`src/hdl/dvru_pkg.sv`:
```
// shared types and constants for the distance-vector route update block
package dvru_pkg;
   localparam int MAX_NODES_DEF = 16;
   localparam logic signed [15:0] COST_LIMIT = 16'sd1000;
   localparam logic signed [15:0] UNREACHABLE = -16'sd1;
   localparam logic [16:0] DIST_SAT = 17'd32767;

   typedef enum logic [1:0] {
      OP_COST  = 2'd0,
      OP_ELEM  = 2'd1,
      OP_QUERY = 2'd2,
      OP_EMIT  = 2'd3
   } op_type;

   localparam logic [0:0] CSR_SELF  = 1'b0;
   localparam logic [0:0] CSR_COUNT = 1'b1;

   typedef struct packed {
      logic [1:0]         operation;
      logic [3:0]         neighbor;
      logic [3:0]         dest;
      logic signed [15:0] value;
      logic               last_element;
   } req_type;

   typedef struct packed {
      logic [3:0]         route_dest;
      logic signed [15:0] distance;
      logic [3:0]         next_hop;
      logic               changed;
      logic               last_result;
   } rsp_type;

   // classified command passed from front to back
   typedef struct packed {
      logic               recompute;
      logic               emit_if_changed;
      logic               query;
      logic               emit;
      logic               query_oob;
      logic [3:0]         dest;
   } cmd_type;
endpackage

```
`src/hdl/dvru_front.sv`:
```
// front end: stores table writes and queues classified commands
module dvru_front import dvru_pkg::*; #(
   parameter int MAX_NODES = MAX_NODES_DEF
) (
   input  logic    clock,
   input  logic    reset,
   input  logic    req_valid,
   output logic    req_stall,
   input  req_type req_data,
   input  logic [4:0] n_eff,
   output logic    cost_we,
   output logic [3:0] cost_idx,
   output logic signed [15:0] cost_val,
   output logic    vec_we,
   output logic [3:0] vec_nb,
   output logic [3:0] vec_dest,
   output logic signed [15:0] vec_val,
   output logic    cmd_valid,
   output cmd_type cmd_data,
   input  logic    cmd_take
);
   localparam int QD = 2;
   cmd_type q_ff [QD];
   logic [1:0] cnt_ff, cnt_in;
   logic       rd_ff, rd_in, wr_ff, wr_in;
   logic       acc, in_range_d, in_range_nb, push;
   cmd_type    c;

   // tables must not change while the back end recomputes or reads
   assign req_stall = (cnt_ff != 2'd0);
   assign acc = req_valid && !req_stall;
   assign in_range_d  = ({28'd0, req_data.dest} < 32'(MAX_NODES));
   assign in_range_nb = ({28'd0, req_data.neighbor} < 32'(MAX_NODES));

   always_comb begin
      c = '0;
      c.dest = req_data.dest;
      cost_we = 1'b0;
      vec_we = 1'b0;
      cost_idx = req_data.dest;
      cost_val = (req_data.value > COST_LIMIT) ? UNREACHABLE : req_data.value;
      vec_nb = req_data.neighbor;
      vec_dest = req_data.dest;
      vec_val = req_data.value;
      case (op_type'(req_data.operation))
         OP_COST: begin
            cost_we = acc && in_range_d;
            c.recompute = in_range_d;
         end
         OP_ELEM: begin
            vec_we = acc && in_range_d && in_range_nb;
            c.recompute = in_range_d && in_range_nb && req_data.last_element;
            c.emit_if_changed = c.recompute;
         end
         OP_QUERY: begin
            c.query = 1'b1;
            c.query_oob = ({1'b0, req_data.dest} >= n_eff);
         end
         default: c.emit = 1'b1;
      endcase
   end

   assign push = acc && (c.recompute || c.query || c.emit);
   assign cmd_valid = (cnt_ff != 2'd0);
   assign cmd_data = q_ff[rd_ff];

   always_comb begin
      cnt_in = cnt_ff + {1'b0, push} - {1'b0, cmd_take};
      rd_in = rd_ff ^ cmd_take;
      wr_in = wr_ff ^ push;
   end

   always_ff @(posedge clock) begin
      if (reset) begin
         cnt_ff <= 2'd0;
         rd_ff <= 1'b0;
         wr_ff <= 1'b0;
      end else begin
         cnt_ff <= cnt_in;
         rd_ff <= rd_in;
         wr_ff <= wr_in;
      end
      if (push) q_ff[wr_ff] <= c;
   end
endmodule

```
`config.mk`:
```
export PLATFORM = sky130hd
export DESIGN_NAME = dvru_front
export DESIGN_NICKNAME = d
export VERILOG_FILES = /design/src/hdl/dvru_pkg.sv /design/src/hdl/dvru_front.sv
export SDC_FILE = /design/constraint.sdc
export NUM_CORES = 1
export LEC_CHECK = 0
export BUFFER_PORTS_ARGS = -buffer_cell sky130_fd_sc_hd__buf_2
export CORE_MARGIN = 2
export CORE_UTILIZATION = 42
export CTS_CLUSTER_DIAMETER = 60
export DETAILED_ROUTE_END_ITERATION = 6
export PLACE_DENSITY = 0.86
export SYNTH_ARGS = -nofsm -noshare
export SYNTH_HDL_FRONTEND = slang
export SYNTH_SLANG_ARGS = --single-unit
```
`constraint.sdc`:
```
create_clock -name clock -period 1.95 [get_ports clock]
set_input_delay 0.39 -clock clock [delete_from_list [all_inputs] [get_ports clock]]
set_output_delay 0.39 -clock clock [all_outputs]
set_load 0.005 [all_outputs]
```
* Word-level counts from Yosys, hierarchy flattened
Memory sizes are Yosys's and may differ from the RTL's. A register that Yosys moved wholly into a read port is not among the register bits.
Index checks and enable logic that the tools add are counted.
** Cells by class
- Eq/ne operators :: 2
- $add $sub $neg :: 2
- Reduce and logical (&&, ||, !) cells :: 8
- Bitwise operators :: 2
- Mux-type cells :: 11
- Order comparisons :: 2
** Operator list (count)
- $gt A16 B11 Y1 const B :: 1
- $mux W16 :: 1
- $mux W1 :: 9
- $ge A4 B5 Y1 :: 1
- $reduce_or A3 Y1 :: 1
- $add A2 B1 Y2 :: 1
- $eq A2 B1 Y1 const B :: 1
- $eq A2 B2 Y1 const B :: 1
- $logic_and A1 B1 Y1 :: 2
- $logic_not A2 Y1 :: 1
- $logic_or A1 B1 Y1 :: 2
- $pmux W1 S2 :: 1
- $reduce_bool A2 Y1 :: 1
- $sub A2 B1 Y2 :: 1
- $xor A1 B1 Y1 :: 2
- $logic_not A1 Y1 :: 1
** Word-level totals
- Bits of input ports :: 36
- Output and inout port bits :: 57
- Register bits :: 4
- Memories kept :: 1
- Memory bits (writable) :: 18
- Logic and storage cells :: 31
** Memory list
- q_ff :: depth 2, bits a word 9, rd ports 1, clocked after memory_dff 1, write ports 1, RTL line dvru_front.sv:23 : cmd_type q_ff [QD];

* Longest topological paths before layout
- Depth after elaboration :: 7
- Mapped depth :: 7
- Mapped depth without buffers :: 7

* Worst setup path after synthesis
OpenSTA, ideal clock, no wires.
- Kind :: input to output
- From :: in req_data[1] (netlist bit)
- To :: out cost_val[0]
- Cell stages on the path :: 4
- Path buffers :: 0
- Data arrival time :: 1229 ps
- Setup slack :: 331 ps
- Data required time :: 1560 ps
- Path through :: o31a_1 > o211ai_2 > a31oi_4 > or2_1
** Between the ends
- Longest elaborated chain between the ends :: 2
** Ends and longest elaborated chain
- from (decl) :: RTL line dvru_front.sv:9 : input req_type req_data,
- $gt A16 B11 Y1 :: RTL line dvru_front.sv:41 : cost_val = (req_data.value > COST_LIMIT) ? UNREACHABLE : req_data.value;
- $mux W16 * :: RTL line dvru_front.sv:41
- to (decl) :: RTL line dvru_front.sv:13 : output logic signed [15:0] cost_val,
Every way passes the cells marked *; elsewhere a longest branch is shown, timed or not.

* Worst setup path after layout
- From :: in req_data[1] (netlist bit)
- To :: out cost_val[2]
** Between the ends
- Longest elaborated chain between the ends :: 2
** Ends and longest elaborated chain (RTL line)
- $gt A16 B11 Y1 :: dvru_front.sv:41
- $mux W16 :: dvru_front.sv:41
Every way passes these cells.

==> results.cfg <==
[global_route]
grt_max_degree = 13
overflow = 0
grt_pass1_wl_mm = 3.64
grt_usage_pct = 13.4
antenna_found_initial = 0
grt_pass1_vias = 922

[synth]
ys_ff_latch = 22
synth_edf_count = 18
yosysMostFrequentCell = buf_4
synthTopCellsByArea = edfxtp_1, buf_4, mux2_2, or2_1, ha_1
avgSynthCellArea_sq_um = 11.2
synth.top_cell.area_share_pct = 39.0
yosys_warnings = 0
synth_ff_type = edfxtp_1
synth_area_leader_cell = edfxtp_1
synthTopCellsByCount = buf_4, edfxtp_1, or2_1
async_flop_share_pct = 0
synth_cell_types = 27
synthCells = 124
seq_area_frac_synth_pct = 44.8
synth_area_sq_mm = 0.00139
syn_nets = 167

[timing]
min_period_ns = 1.93
setup_violations = 0
tns_ns = 0
hold_viol = 0
period_share_pct = 98.9
fin_skew_ns = 0.00103
relSlewSlack_pct = 69.2
worst_pin_slew_ns = 0.461
slew_viol_final = 0
rsz0062_at_grt = true
hold_ws_ns = 0.288
worst_slack_ns = 0.0223
fmax_mhz = 519

[drt]
drt_wl_total_mm = 2.65
wl_per_cell_um = 11.5
wl_met1_um = 954
post-route-drc-count = 0
topRoutingLayerUsed = met4
viasPerCell = 4.56
routed-wl-met2_mm = 1.43
drt_iter0_markers = 25
vias = 1048
met3_length_um = 216
ant_nets = 0
dr.pass1.iters = 4

[clocking]
cts_buffers = 3
clockBufferDepth = 2
clkLatencyLatePin_ns = 0.30
cts_sinks = 22
htree_levels = 1
clk_pin_slew_ns = 0.10
clockRootBuffer = clkbuf_4
cts_tree = built
cts_hold_buf = 0

[setup_path]
crit_path_start_kind = primary input
ff2ff_path_depth = 6
timing.rr.end = q_ff[0][0]
r2r_start = cnt_ff[0]
cp-startpoint = req_data[1]
worstPathArrival_ns = 1.54
path_max_fanout = 10
critPathKind = primary input to output pin
crit_end = cost_val[2]
endpoint_kind = output pin
ff2ff_setup_slack_ns = 0.44
worstPathRequired_ns = 1.56

[floorplanning]
die_h_um = 61.4
dieArea_sq_mm = 0.00377
core_sq_mm = 0.00310
num_rows = 20
initial_core_util_pct = 44.6
ioPinCount = 93
die_x_um = 61.4

[finish]
fillCellCount = 283
layout-drive-gt1-share_pct = 55.9
n_antenna_cell = 0
syn_to_final_growth_pct = 23.2
regArea_sq_um = 621
utilization_pct = 55.0
layoutNonFillerInstCount = 230
nets = 230
multiInputGateArea_sq_um = 512

[placed_design]
port-buffer-count = 84
place_congestion = 0.723
dp_hpwl_mm = 2.22
placed_cells = 225
pre_cts_ws_ns = 0.0380

[hold_path]
hp-class = primary input to flip-flop
hold_path_depth = 2
min_from = reset

[power]
p_leak_nw = 0.794
power_density_mw_per_mm2 = 767
ir_drop_v = 0.000250

[status]
outcome = finished, final reports clean

[job]
maxCapViolations = 0
worst min-delay path by stage:
stage                      endpoint
final                         wr_ff
after global routing          wr_ff
after CTS                     wr_ff
after detailed placement      wr_ff
after global placement    cnt_ff[0]
after floorplan               wr_ff
cell families (layout without fill, tap and decap cells):
kind of cell	count (synthesis)	in the layout	share of synthesized area, %
compound gates	7	7	4.88
xor+xnor	4	4	2.53
fa+ha+maj	7	7	6.32
buf+inv	38	100	18.2
flops	22	22	44.8
mux	9	9	7.32
simple gates	37	37	15.9
per-layer routing:
layer	vias to the layer above	GRT usage (%)
met2	59	26.7
met4	0	7.60
met3	6	1.26
met1	469	13.3
met5	-	0
li1	514	-
registers in the layout, summed over array words and instances (netlist names):
signal	cells
wr_ff	1
q_ff	18
cnt_ff	2
rd_ff	1
critical path: stages:
cell and delay (ns):
buf_6 0.09, o31a_1 0.29, o211ai_2 0.24, a31oi_4 0.16, or2_1 0.24, buf_2 0.13
cell type report:
| class | count | area share (%) |
|---|---|---|
| Multi-Input combinational cell | 64 | 30.0 |
| Clock buffer | 4 | 1.54 |
| Inverter | 8 | 1.76 |
| Timing Repair Buffer | 88 | 27.1 |
| Sequential cell | 22 | 36.4 |
| Tap cell | 44 | 3.23 |
stage by stage:
stage	power [mW]	cell area, sq um
6_report	1.31	1710
5_1_grt	1.40	1710
4_1_cts	1.33	1690
3_5_place_dp	1.12	1660
3_3_place_gp	1.11	1660
2_1_floorplan	0.964	1390
cells in the final DEF (no fill, tap or decap), types with 2 or more instances in the layout:
cell type / instances
buf_6: 2
nand2_1: 2
clkbuf_4: 3
buf_2: 82
nor2_1: 9
nand2b_1: 2
or2_1: 16
xnor2_1: 3
inv_1: 8
buf_4: 4
dfxtp_1: 4
ha_1: 7
a21oi_1: 2
edfxtp_1: 18
mux2_2: 9
report_power, final:
group | total (mW) | internal, mW | switching [mW]
registers | 0.655 | 0.615 | 0.0396
logic | 0.455 | 0.242 | 0.213
clock network | 0.200 | 0.0797 | 0.120
total | 1.31 | 0.936 | 0.373
what timing repair did:
item                                    CTS  global route
endpoints found under the setup margin    0            10
buffers inserted                          0             1
resized for setup                         0             3
Note: power is estimated with default switching activity, not from simulation.
